### config.mk
export PLATFORM = sky130hd
export DESIGN_NAME = unsorted_list_engine_flat
export DESIGN_NICKNAME = d
export VERILOG_FILES = /design/src/ule_pkg.sv /design/src/ule_req_if.sv /design/src/ule_rsp_if.sv /design/src/unsorted_list_engine.sv /design/src/ule_ram.sv /design/src/flat_wrapper.sv
export SDC_FILE = /design/constraint.sdc
export NUM_CORES = 1
export LEC_CHECK = 0
export BUFFER_PORTS_ARGS = -buffer_cell sky130_fd_sc_hd__buf_2
export CAP_MARGIN = 20
export CORE_UTILIZATION = 24
export DETAILED_ROUTE_END_ITERATION = 10
export PLACE_DENSITY = 0.43
export SETUP_SLACK_MARGIN = 0.5
export SYNTH_ARGS = -nofsm -noshare
export SYNTH_HDL_FRONTEND = slang
export SYNTH_SLANG_ARGS = --single-unit
export TNS_END_PERCENT = 10
### constraint.sdc
create_clock -name clk -period 7.79 [get_ports clk]
set_input_delay 0.3895 -clock clk [delete_from_list [all_inputs] [get_ports clk]]
set_output_delay 0.3895 -clock clk [all_outputs]
set_load 0.02 [all_outputs]
### src/ule_pkg.sv
// Package for the unsorted list engine: sizes, field types, action codes,
// sequencer states and the slot-to-RAM address mapping. No dependencies.

package ule_pkg;

	localparam int CAPACITY    = 16;
	localparam int VALUE_WIDTH = 32;
	localparam int IDX_W       = $clog2(CAPACITY);
	localparam int CNT_W       = $clog2(CAPACITY + 1);
	localparam int ACTION_W    = 3;
	localparam int DATA_W      = 32;
	localparam int COUNT_OUT_W = 5;

	typedef logic [ACTION_W-1:0]    action_bits_t;
	typedef logic [DATA_W-1:0]      data_t;
	typedef logic [COUNT_OUT_W-1:0] count_out_t;
	typedef logic [VALUE_WIDTH-1:0] value_t;
	typedef logic [IDX_W-1:0]       idx_t;
	typedef logic [CNT_W-1:0]       cnt_t;

	typedef enum logic [ACTION_W-1:0] {
		ACT_ADD      = 3'd0,
		ACT_DELETE   = 3'd1,
		ACT_CONTAINS = 3'd2,
		ACT_CLEAR    = 3'd3,
		ACT_RESET    = 3'd4,
		ACT_NEXT     = 3'd5
	} action_t;

	typedef enum logic [2:0] {
		ST_IDLE,
		ST_EXEC,
		ST_SCAN,
		ST_CMP,
		ST_SHIFT_RD,
		ST_SHIFT_WR,
		ST_READ,
		ST_DONE
	} state_t;

	typedef struct packed {
		logic   hit;
		logic   accepted;
		value_t value_out;
		logic   at_end;
		cnt_t   entry_count;
	} rsp_t;

	typedef struct packed {
		logic   we;
		idx_t   waddr;
		value_t wdata;
		logic   re;
		idx_t   raddr;
	} ram_ctl_t;

	// Map list slot k (head is slot 0) onto a RAM address of the ring.
	function automatic idx_t slot_addr(input idx_t head, input cnt_t k);
		logic [IDX_W:0] s;
		s = {1'b0, head} + {1'b0, k[IDX_W-1:0]};
		if (s >= (IDX_W + 1)'(CAPACITY)) begin
			s = s - (IDX_W + 1)'(CAPACITY);
		end
		return s[IDX_W-1:0];
	endfunction

endpackage

### src/ule_req_if.sv
// Request channel of the unsorted list engine: valid/ready plus action and value.
// Depends on ule_pkg.

interface ule_req_if;
	logic                 valid;
	logic                 ready;
	ule_pkg::action_bits_t action;
	ule_pkg::data_t       value_in;

	modport source (output valid, output action, output value_in, input ready);
	modport sink   (input valid, input action, input value_in, output ready);
endinterface

### src/ule_rsp_if.sv
// Result channel of the unsorted list engine: valid/ready plus result fields.
// Depends on ule_pkg.

interface ule_rsp_if;
	logic                valid;
	logic                ready;
	logic                hit;
	logic                accepted;
	ule_pkg::data_t      value_out;
	logic                at_end;
	ule_pkg::count_out_t entry_count;

	modport source (output valid, output hit, output accepted, output value_out,
		output at_end, output entry_count, input ready);
	modport sink   (input valid, input hit, input accepted, input value_out,
		input at_end, input entry_count, output ready);
endinterface

### src/unsorted_list_engine.sv
// Top level of the unsorted list engine: sequencer, ring pointers and result register.
// Depends on ule_pkg, ule_req_if, ule_rsp_if and ule_ram.
//
// channel  dir  handshake     payload
// req      in   valid/ready   action, value_in
// rsp      out  valid/ready   hit, accepted, value_out, at_end, entry_count
//
// Entries sit in a ring in one RAM; add moves the head pointer back, so it
// passes only EXEC and DONE, as do clear, cursor reset and unused codes; read next
// adds READ. Contains and delete share one comparator and the RAM read port:
// SCAN and CMP per entry scanned, and delete SHIFT_RD and SHIFT_WR per later entry.
// Reset clears count, cursor, head and result valid; RAM contents need no reset.
// A stalled result holds in its register while the next request is taken.

module unsorted_list_engine (
	input logic       clk,
	input logic       arst_n,
	ule_req_if.sink   req,
	ule_rsp_if.source rsp
);

	ule_pkg::state_t   state_q, state_nxt;
	ule_pkg::action_t  act_q;
	ule_pkg::value_t   key_q;
	ule_pkg::idx_t     head_q;
	ule_pkg::cnt_t     count_q;
	ule_pkg::cnt_t     cursor_q;
	ule_pkg::cnt_t     k_q;
	ule_pkg::cnt_t     pos_q;
	ule_pkg::rsp_t     work_q;
	ule_pkg::rsp_t     out_q;
	logic              out_valid_q;

	ule_pkg::ram_ctl_t ram_ctl;
	ule_pkg::value_t   ram_rdata;
	ule_pkg::idx_t     head_dec;
	ule_pkg::cnt_t     k_inc;
	logic              req_acc;
	logic              list_full;
	logic              match;
	logic              out_load;

	assign req_acc   = req.valid && req.ready;
	assign req.ready = (state_q == ule_pkg::ST_IDLE);
	assign list_full = (count_q == ule_pkg::cnt_t'(ule_pkg::CAPACITY));
	assign match     = (ram_rdata == key_q);
	assign k_inc     = k_q + 1'b1;
	assign head_dec  = (head_q == '0) ? ule_pkg::idx_t'(ule_pkg::CAPACITY - 1)
		: head_q - 1'b1;
	assign out_load  = (state_q == ule_pkg::ST_DONE) && (!out_valid_q || rsp.ready);

	ule_ram #(
		.WIDTH (ule_pkg::VALUE_WIDTH),
		.DEPTH (ule_pkg::CAPACITY)
	) u_ram (
		.clk   (clk),
		.we    (ram_ctl.we),
		.waddr (ram_ctl.waddr),
		.wdata (ram_ctl.wdata),
		.re    (ram_ctl.re),
		.raddr (ram_ctl.raddr),
		.rdata (ram_rdata)
	);

	// Next state
	always_comb begin
		state_nxt = state_q;
		case (state_q)
			ule_pkg::ST_IDLE: begin
				if (req_acc) begin
					state_nxt = ule_pkg::ST_EXEC;
				end
			end
			ule_pkg::ST_EXEC: begin
				case (act_q)
					ule_pkg::ACT_DELETE,
					ule_pkg::ACT_CONTAINS: state_nxt = ule_pkg::ST_SCAN;
					ule_pkg::ACT_NEXT: begin
						state_nxt = (cursor_q < count_q) ? ule_pkg::ST_READ
							: ule_pkg::ST_DONE;
					end
					default: state_nxt = ule_pkg::ST_DONE;
				endcase
			end
			ule_pkg::ST_SCAN: begin
				state_nxt = (k_q == count_q) ? ule_pkg::ST_DONE : ule_pkg::ST_CMP;
			end
			ule_pkg::ST_CMP: begin
				if (!match) begin
					state_nxt = ule_pkg::ST_SCAN;
				end else if (act_q == ule_pkg::ACT_DELETE) begin
					state_nxt = ule_pkg::ST_SHIFT_RD;
				end else begin
					state_nxt = ule_pkg::ST_DONE;
				end
			end
			ule_pkg::ST_SHIFT_RD: begin
				state_nxt = (k_inc == count_q) ? ule_pkg::ST_DONE : ule_pkg::ST_SHIFT_WR;
			end
			ule_pkg::ST_SHIFT_WR: state_nxt = ule_pkg::ST_SHIFT_RD;
			ule_pkg::ST_READ:     state_nxt = ule_pkg::ST_DONE;
			ule_pkg::ST_DONE: begin
				if (out_load) begin
					state_nxt = ule_pkg::ST_IDLE;
				end
			end
			default: state_nxt = ule_pkg::ST_IDLE;
		endcase
	end

	// RAM controls
	always_comb begin
		ram_ctl.we    = 1'b0;
		ram_ctl.waddr = ule_pkg::slot_addr(head_q, k_q);
		ram_ctl.wdata = ram_rdata;
		ram_ctl.re    = 1'b0;
		ram_ctl.raddr = ule_pkg::slot_addr(head_q, k_q);
		case (state_q)
			ule_pkg::ST_EXEC: begin
				if (act_q == ule_pkg::ACT_ADD && !list_full) begin
					ram_ctl.we    = 1'b1;
					ram_ctl.waddr = head_dec;
					ram_ctl.wdata = key_q;
				end
				if (act_q == ule_pkg::ACT_NEXT && cursor_q < count_q) begin
					ram_ctl.re    = 1'b1;
					ram_ctl.raddr = ule_pkg::slot_addr(head_q, cursor_q);
				end
			end
			ule_pkg::ST_SCAN: begin
				ram_ctl.re = (k_q != count_q);
			end
			ule_pkg::ST_SHIFT_RD: begin
				ram_ctl.re    = (k_inc != count_q);
				ram_ctl.raddr = ule_pkg::slot_addr(head_q, k_inc);
			end
			ule_pkg::ST_SHIFT_WR: begin
				ram_ctl.we = 1'b1;
			end
			default: begin
			end
		endcase
	end

	always_ff @(posedge clk or negedge arst_n) begin
		if (!arst_n) begin
			state_q  <= ule_pkg::ST_IDLE;
			head_q   <= '0;
			count_q  <= '0;
			cursor_q <= '0;
		end else begin
			state_q <= state_nxt;
			case (state_q)
				ule_pkg::ST_EXEC: begin
					case (act_q)
						ule_pkg::ACT_ADD: begin
							if (!list_full) begin
								head_q   <= head_dec;
								count_q  <= count_q + 1'b1;
								cursor_q <= cursor_q + 1'b1;
							end
						end
						ule_pkg::ACT_CLEAR: begin
							count_q  <= '0;
							cursor_q <= '0;
						end
						ule_pkg::ACT_RESET: cursor_q <= '0;
						default: begin
						end
					endcase
				end
				ule_pkg::ST_SHIFT_RD: begin
					if (k_inc == count_q) begin
						count_q <= count_q - 1'b1;
						if (cursor_q > pos_q) begin
							cursor_q <= cursor_q - 1'b1;
						end
					end
				end
				ule_pkg::ST_READ: cursor_q <= cursor_q + 1'b1;
				default: begin
				end
			endcase
		end
	end

	// Working registers of the transaction in flight
	always_ff @(posedge clk) begin
		case (state_q)
			ule_pkg::ST_IDLE: begin
				if (req_acc) begin
					act_q              <= ule_pkg::action_t'(req.action);
					key_q              <= req.value_in[ule_pkg::VALUE_WIDTH-1:0];
					k_q                <= '0;
					pos_q              <= '0;
					work_q.hit         <= 1'b0;
					work_q.accepted    <= 1'b1;
					work_q.value_out   <= '0;
					work_q.at_end      <= 1'b0;
				end
			end
			ule_pkg::ST_EXEC: begin
				if (act_q == ule_pkg::ACT_ADD && list_full) begin
					work_q.accepted <= 1'b0;
				end
				if (act_q == ule_pkg::ACT_NEXT && !(cursor_q < count_q)) begin
					work_q.at_end <= 1'b1;
				end
			end
			ule_pkg::ST_CMP: begin
				if (match) begin
					work_q.hit <= 1'b1;
					pos_q      <= k_q;
				end else begin
					k_q <= k_inc;
				end
			end
			ule_pkg::ST_SHIFT_WR: k_q <= k_inc;
			ule_pkg::ST_READ:     work_q.value_out <= ram_rdata;
			default: begin
			end
		endcase
	end

	// Result register
	always_ff @(posedge clk or negedge arst_n) begin
		if (!arst_n) begin
			out_valid_q <= 1'b0;
		end else if (out_load) begin
			out_valid_q <= 1'b1;
		end else if (rsp.ready) begin
			out_valid_q <= 1'b0;
		end
	end

	// Take the count as it stands after the transaction
	always_ff @(posedge clk) begin
		if (out_load) begin
			out_q <= '{hit: work_q.hit, accepted: work_q.accepted,
				value_out: work_q.value_out, at_end: work_q.at_end,
				entry_count: count_q};
		end
	end

	assign rsp.valid       = out_valid_q;
	assign rsp.hit         = out_q.hit;
	assign rsp.accepted    = out_q.accepted;
	assign rsp.value_out   = ule_pkg::data_t'(out_q.value_out);
	assign rsp.at_end      = out_q.at_end;
	assign rsp.entry_count = ule_pkg::count_out_t'(out_q.entry_count);

	a_count_bound: assert property (@(posedge clk) disable iff (!arst_n)
		count_q <= ule_pkg::cnt_t'(ule_pkg::CAPACITY))
		else $error("entry count above capacity");

	a_cursor_bound: assert property (@(posedge clk) disable iff (!arst_n)
		cursor_q <= count_q)
		else $error("cursor beyond end of list");

	a_no_idle_write: assert property (@(posedge clk) disable iff (!arst_n)
		(state_q == ule_pkg::ST_IDLE) |-> !ram_ctl.we)
		else $error("RAM write while idle");

	a_busy_after_accept: assert property (@(posedge clk) disable iff (!arst_n)
		req_acc |=> !req.ready)
		else $error("request taken while busy");

endmodule

### src/ule_ram.sv
// Generic single-write, single-read RAM with a registered read port.
// No dependencies.

module ule_ram #(
	parameter int WIDTH = 32,
	parameter int DEPTH = 16
) (
	input  logic                     clk,
	input  logic                     we,
	input  logic [$clog2(DEPTH)-1:0] waddr,
	input  logic [WIDTH-1:0]         wdata,
	input  logic                     re,
	input  logic [$clog2(DEPTH)-1:0] raddr,
	output logic [WIDTH-1:0]         rdata
);

	logic [WIDTH-1:0] mem [DEPTH];
	logic [WIDTH-1:0] rdata_q;

	always_ff @(posedge clk) begin
		if (we) begin
			mem[waddr] <= wdata;
		end
	end

	always_ff @(posedge clk) begin
		if (re) begin
			rdata_q <= mem[raddr];
		end
	end

	assign rdata = rdata_q;

endmodule
### src/flat_wrapper.sv
// flat-port wrapper written by rule: the top's interface ports become plain ports
module unsorted_list_engine_flat 
  (clk, arst_n, req_valid, req_action, req_value_in, req_ready, rsp_valid, rsp_hit, rsp_accepted, rsp_value_out, rsp_at_end, rsp_entry_count, rsp_ready);
  ule_req_if req_i ();
  ule_rsp_if rsp_i ();
  input logic clk;
  input logic arst_n;
  input wire logic [$bits(req_i.valid)-1:0] req_valid;
  input wire logic [$bits(req_i.action)-1:0] req_action;
  input wire logic [$bits(req_i.value_in)-1:0] req_value_in;
  output wire logic [$bits(req_i.ready)-1:0] req_ready;
  output wire logic [$bits(rsp_i.valid)-1:0] rsp_valid;
  output wire logic [$bits(rsp_i.hit)-1:0] rsp_hit;
  output wire logic [$bits(rsp_i.accepted)-1:0] rsp_accepted;
  output wire logic [$bits(rsp_i.value_out)-1:0] rsp_value_out;
  output wire logic [$bits(rsp_i.at_end)-1:0] rsp_at_end;
  output wire logic [$bits(rsp_i.entry_count)-1:0] rsp_entry_count;
  input wire logic [$bits(rsp_i.ready)-1:0] rsp_ready;
  assign req_i.valid = req_valid;
  assign req_i.action = req_action;
  assign req_i.value_in = req_value_in;
  assign req_ready = req_i.ready;
  assign rsp_valid = rsp_i.valid;
  assign rsp_hit = rsp_i.hit;
  assign rsp_accepted = rsp_i.accepted;
  assign rsp_value_out = rsp_i.value_out;
  assign rsp_at_end = rsp_i.at_end;
  assign rsp_entry_count = rsp_i.entry_count;
  assign rsp_i.ready = rsp_ready;
  unsorted_list_engine u_core (.clk(clk), .arst_n(arst_n), .req(req_i), .rsp(rsp_i));
endmodule
# [Word level (Yosys, flattened, before mapping)]
# Memories as Yosys holds them, arrays and structs flattened. A register that Yosys moved wholly into a read port is not among the register bits.
# Cells that the tools add are included.
[totals] reg_bits=138 latchBits=0 ram_bits=512 rom_bits=0 input_bits=39 wordCells=143 n_memories=1
[mem_list] name="u_core.u_ram.mem" words=16 word_bits=32 read_ports=1 rd_clocked_by_memory_dff=1 write_ports=1 line="ule_ram.sv:17" rtl="logic [WIDTH-1:0] mem [DEPTH];"
[op_classes] add_sub_neg=12 multipliers=0 div=0 magnitude_cmp=5 eq_ne=29 shifts=0 n_mux=45 bitwise=1 n_reduce_logical=32
[op_table] operator="case mux 32 bit (2 select lines)" count=1
[op_table] operator="2-to-1 mux 5 bit" count=9
[op_table] operator="case mux 5 bit (2 select lines)" count=4
[op_table] operator="2-to-1 mux 37 bit" count=1
[op_table] operator="2-to-1 mux 36 bit" count=1
[op_table] operator="2-to-1 mux 35 bit" count=1
[op_table] operator="equality test 32 bit" count=1
[op_table] operator="case mux 5 bit (3 select lines)" count=2
[op_table] operator="case mux 3 bit (8 select lines)" count=1
[op_table] operator="equality test 3 bit (second input constant)" count=6
[op_table] operator="2-to-1 mux 4 bit" count=4
[op_table] operator="subtractor 4 x 1 -> 4 bit (second input constant)" count=4
[op_table] operator="adder 4 x 4 -> 5 bit" count=3
[op_table] operator="adder 5 x 1 -> 5 bit (second input constant)" count=3
[op_table] operator="greater-or-equal comparator 5 bit (second input constant)" count=3
[op_table] operator="AND reduction 3 bit" count=5
[op_table] operator="equality test 3 x 2 -> 1 bit (second input constant)" count=4
[op_table] operator="2-to-1 mux 3 bit" count=4
[op_table] operator="inequality test 2 x 1 -> 1 bit (second input constant)" count=6
[op_table] operator="equality test 5 bit" count=2
[op_table] operator="inequality test 5 bit" count=2
[op_table] operator="nonzero test 2 bit" count=5
[op_table] operator="subtractor 5 x 1 -> 5 bit (second input constant)" count=2
[op_table] operator="2-to-1 mux 1 bit" count=8
[op_table] operator="other kinds (23)" count=42

# [Longest topological paths before layout]
[depth] ltp_word=7 depth_mapped=15

# [Hierarchy]
# Synthesis repeated with hierarchy kept, for this count alone.
[hier_totals] hier_cells=1445 area_unflattened_um2=27089.7
[modules_own_cells] mod="ule_ram" instances=1 cells_per_inst=838 area_each_um2=20155.6 seq_area_each_um2=16335.7
[modules_own_cells] mod="unsorted_list_engine" instances=1 cells_per_inst=607 area_each_um2=6934.2 seq_area_each_um2=4053.9

# [Worst setup path after synthesis]
# No wires, ideal clock.
[synth_path] path_type="flip-flop to flip-flop" start="reg u_core.k_q[2]" end="reg u_core.u_ram.rdata_q[0], in the netlist u_core.u_ram.rdata[0] (read register of u_core.u_ram.mem) (enable)" setup_ns=0.466 t_arrival_ns=3.695 t_required_ns=7.324 slack_ns=3.629 path_stages_with_launch=8 period_less_slack_ns=4.161 path_cell_list="edfxtp_1 -> clkbuf_1 -> nand3_1 -> xor2_1 -> xnor2_1 -> a2111oi_0 -> o22a_1 -> o21ai_0"
[synth_lines] element="start: declaration" line="unsorted_list_engine.sv:28" rtl="ule_pkg::cnt_t k_q;"
[synth_lines] element="start signal: assignment" line="unsorted_list_engine.sv:215" rtl="k_q <= k_inc;"
[synth_lines] element="start signal: assignment" line="unsorted_list_engine.sv:218" rtl="ule_pkg::ST_SHIFT_WR: k_q <= k_inc;"
[synth_lines] element="end: declaration" line="ule_ram.sv:18" rtl="logic [WIDTH-1:0] rdata_q;"

# [Worst setup path in the final report]
[layout_path] start="reg u_core.count_q[1]" end="reg u_core.u_ram.rdata_q[0], in the netlist u_core.u_ram.rdata[0] (read register of u_core.u_ram.mem) (data pin)"
[layout_via] elab_chain_len=4 elab_cells_between_ends=7
[layout_rtl] element="start: declaration" line="unsorted_list_engine.sv:26" rtl="ule_pkg::cnt_t count_q;"
[layout_rtl] element="start signal: assignment" line="unsorted_list_engine.sv:159" rtl="count_q <= count_q + 1'b1;"
[layout_rtl] element="start signal: assignment" line="unsorted_list_engine.sv:174" rtl="count_q <= count_q - 1'b1;"
[layout_rtl] element="less-than comparator 5 bit" line="unsorted_list_engine.sv:125" rtl="if (act_q == ule_pkg::ACT_NEXT && cursor_q < count_q) begin"
[layout_rtl] element="logical AND 1 bit" line="unsorted_list_engine.sv:125"
[layout_rtl] element="2-to-1 mux 5 bit" line="unsorted_list_engine.sv:125"
[layout_rtl] element="case mux 1 bit (3 select lines) or case mux 4 bit (2 select lines) (tied branches)" line="unsorted_list_engine.sv:118" rtl="case (state_q)"
# Parallel ways exist; a longest one is shown, timed or not.
# A chain may end at the register's enable or synchronous reset.

==> reports/metrics.csv <==
stage,metric,value,unit
status,status,"finished, final reports clean",
yosys,Syn Nets,2020,
floorplan,cell row count,125,
worst_setup_path,Register-to-Register Setup Slack,3240,ps
run,MaxCap Viol Count,0,
floorplan,number of placed I/O pins,81,
timing,FMAX,220,MHz
yosys,"top cells by area, synth","sky130_fd_sc_hd__edfxtp_1, sky130_fd_sc_hd__nand2_1, sky130_fd_sc_hd__mux2i_1, sky130_fd_sc_hd__and3_1, sky130_fd_sc_hd__dfrtp_1",
drt,highest layer used for signal routing,met4,
timing,unrepaired setup endpoints after global routing,false,
drt,met3 routed WL,3.67,mm
timing,Max Clock Skew,35.4,ps
yosys,most used flip-flop cell after synthesis,sky130_fd_sc_hd__edfxtp_1,
cts,root buffer selected by CTS,sky130_fd_sc_hd__clkbuf_16,
worst_setup_path,required time of the critical path,8140,ps
timing,final setup violation count,0,
layout,area added between synthesis and finish,18.1,%
grt,initial antenna violation count,0,
drt,First-pass DRT Iterations,5,
timing,final clock period utilization by the worst path,58.4,%
cts,clock insertion delay at the later pin of the skew report,630,ps
drt,via/cell ratio,4.45,
worst_setup_path,sort of element at the start of the critical path,flop,
yosys,proportion of synthesized flip-flops having asynchronous set or reset,2.64,%
layout,final-stage net count,2143,
place,routability congestion estimate from global placement,0.786,
timing,post-layout minimum cycle time,4550,ps
cts,CTS tree,done,
floorplan,starting density of the core,24.2,%
floorplan,horizontal die dimension,345,um
floorplan,area of the die,119000,sq um
layout,number of diodes added for antenna fixing,0,
yosys,area of the mapped netlist,28200,sq um
cts,number of buffers created by CTS,77,
drt,antenna-violating nets left,0,
timing,number of hold violations in the final report,0,
place,DP HPWL,44.4,mm
yosys,number of unique standard cell types used by synthesis,63,
timing,measured slew at the worst slew-check pin,1100,ps
layout,layout cells sized above 1,13.7,%
cts,clock input transition at the sequential cells of the worst setup and hold paths,60,ps
grt,vias in the first global route,16361,
timing,Post-Route Setup TNS,0,ps
worst_setup_path,element type at the critical path end,flop,
min_path,path type of the worst min-delay path,in2reg,
yosys,"EDFF count, synth",664,
yosys,biggest area consumer among synthesized cells,sky130_fd_sc_hd__edfxtp_1,
yosys,register bit total from synthesis,682,
drt,overall via count from detail_route,16304,
grt,global-route wire length before repair,113,mm
floorplan,Core Box Area,116000,sq um
grt,sum of overflow across all layers after global routing,0,
timing,headroom to the max-slew limit,26.3,%
yosys,area share of the largest cell type after synthesis,70.8,%
floorplan,die boundary height,345,um
worst_setup_path,data arrival time of the critical path,4910,ps
yosys,Ys Warns,0,
worst_setup_path,worst-path maximum fanout,115,
drt,Routed met2 length,37.5,mm
cts,maximum clock insertion buffer count,3,
timing,number of max-slew violations in the final report,0,
drt,routed len/inst,21.2,um
cts,H-tree levels,3,
drt,Final Routed Wirelength,77.6,mm
drt,number of design rule violations left after detail routing,0,
yosys,share of synthesized area occupied by flip-flops and latches,72.4,%
grt,Global Route Usage Sum,13.0,%
yosys,Post-Synthesis Cells,1952,
grt,maximum number of pins on one net before global-route repair,116,
cts,post-CTS setup-driven buffer insertion count,0,
yosys,average cell area after synthesis,14.4,sq um
worst_setup_path,worst setup path category,reg2reg,
drt,Iteration-0 DRC Markers,1180,
drt,sum of routed wire segments on met1,34.4,mm
cts,clock sink total,682,
place,Port Buffers,80,
## cells in the final DEF, fill, tap and decap left out, types with 18 or more instances in the layout
master / instances
sky130_fd_sc_hd__mux2i_1: 128
sky130_fd_sc_hd__xor2_1: 43
sky130_fd_sc_hd__edfxtp_1: 664
sky130_fd_sc_hd__dlygate4sd3_1: 36
sky130_fd_sc_hd__mux2_2: 31
sky130_fd_sc_hd__nand2_1: 392
sky130_fd_sc_hd__and3_1: 159
sky130_fd_sc_hd__o32ai_1: 31
sky130_fd_sc_hd__nor2_1: 32
sky130_fd_sc_hd__ha_1: 26
sky130_fd_sc_hd__dfrtp_1: 18
sky130_fd_sc_hd__o21ai_0: 19
sky130_fd_sc_hd__clkbuf_16: 77
sky130_fd_sc_hd__inv_1: 23
sky130_fd_sc_hd__a221o_1: 31
sky130_fd_sc_hd__a21oi_1: 81
sky130_fd_sc_hd__buf_4: 34
sky130_fd_sc_hd__nor2_4: 19
sky130_fd_sc_hd__buf_2: 80
## flip-flops by register name, indices dropped and copies added, names as in the netlist, 32 cells and up
signal                cells
u_core.u_ram.mem        512
u_core.work_q            35
u_core.key_q             32
u_core.rsp.value_out     32
u_core.u_ram.rdata       32
## critical path: stages (launching register included)
cell and delay [ps]:
sky130_fd_sc_hd__dfrtp_1 500, sky130_fd_sc_hd__inv_1 140, sky130_fd_sc_hd__ha_1 310, sky130_fd_sc_hd__a2111o_1 440, sky130_fd_sc_hd__a311oi_2 560, sky130_fd_sc_hd__o211a_4 760, sky130_fd_sc_hd__buf_12 620, sky130_fd_sc_hd__mux2i_1 280
sky130_fd_sc_hd__mux2_2 180, sky130_fd_sc_hd__o32ai_1 90, sky130_fd_sc_hd__a221o_1 300
## worst paths after layout
kind / startpoint / to / cells past startpoint
setup / recovery: u_core.count_q[1] / u_core.u_ram.rdata[0] / 10
hold / removal: req_valid / u_core.state_q[0] / 3
setup reg to reg: u_core.count_q[1] / u_core.u_ram.rdata[0] / 10
hold reg to reg: u_core.work_q[27] / u_core.rsp.value_out[21] / 0
max in group asynchronous: arst_n / u_core.state_q[1] / 2
min in group asynchronous: arst_n / u_core.count_q[0] / 2
## synth_stat cells, types with 26 or more instances
master                     count
sky130_fd_sc_hd__a21oi_1      81
sky130_fd_sc_hd__a221o_1      31
sky130_fd_sc_hd__and3_1      159
sky130_fd_sc_hd__clkbuf_1     62
sky130_fd_sc_hd__edfxtp_1    664
sky130_fd_sc_hd__ha_1         26
sky130_fd_sc_hd__mux2_2       31
sky130_fd_sc_hd__mux2i_1     128
sky130_fd_sc_hd__nand2_1     395
sky130_fd_sc_hd__nor2_1       51
sky130_fd_sc_hd__o32ai_1      31
sky130_fd_sc_hd__xor2_1       43
## logic make-up (layout without fill, tap and decap cells)
group,Yosys count,in the layout,synth area share (%)
DFF,682,682,72.4
and+or+nand+nor,676,676,11.0
AOI/OAI and AO/OA,221,221,5.55
muxes,159,159,5.79
buffers and inverters,133,317,2.32
xor gates and xnor gates,52,52,1.67
adders and majority gates,29,29,1.37
## metal layers
| layer | up-vias | track usage [%] |
|---|---|---|
| met3 | 97 | 1.85 |
| met5 | - | 0 |
| met4 | 0 | 4.58 |
| li1 | 7562 | - |
| met2 | 419 | 21.8 |
| met1 | 8226 | 17.0 |
## metrics by stage
stage	util (%)	setup slack [ps]	hold slack, ps	instances	instance area (sq um)
3_5_place_dp	26.1	3260	406	3483	30400
2_1_floorplan	-	3630	93.9	1952	28200
4_1_cts	28.6	3240	12.2	3659	33300
6_report	28.6	3240	59.7	3660	33300
3_3_place_gp	26.1	3350	403	3483	30400
5_1_grt	28.6	2960	56.1	3660	33300
## repair_timing
action	4_1_cts	5_1_grt
endpoints found under the hold margin	53	0
hold buffers	36	0
gates resized for setup	0	0
## layout make-up
type                            instances  area [sq um]
Inverter                               24          90.1
Timing Repair Buffer                  153          1080
Clock inverter                         44           439
Fill cell                           11752         83100
Sequential cell                       682         20400
Multi-Input combinational cell       1137          7330
Tap cell                             1524          1910
Clock buffer                           96          2050
Power is left out: the tool's default activity adds up to more than one toggle a clock period on the data nets, which glitch-free logic cannot reach.
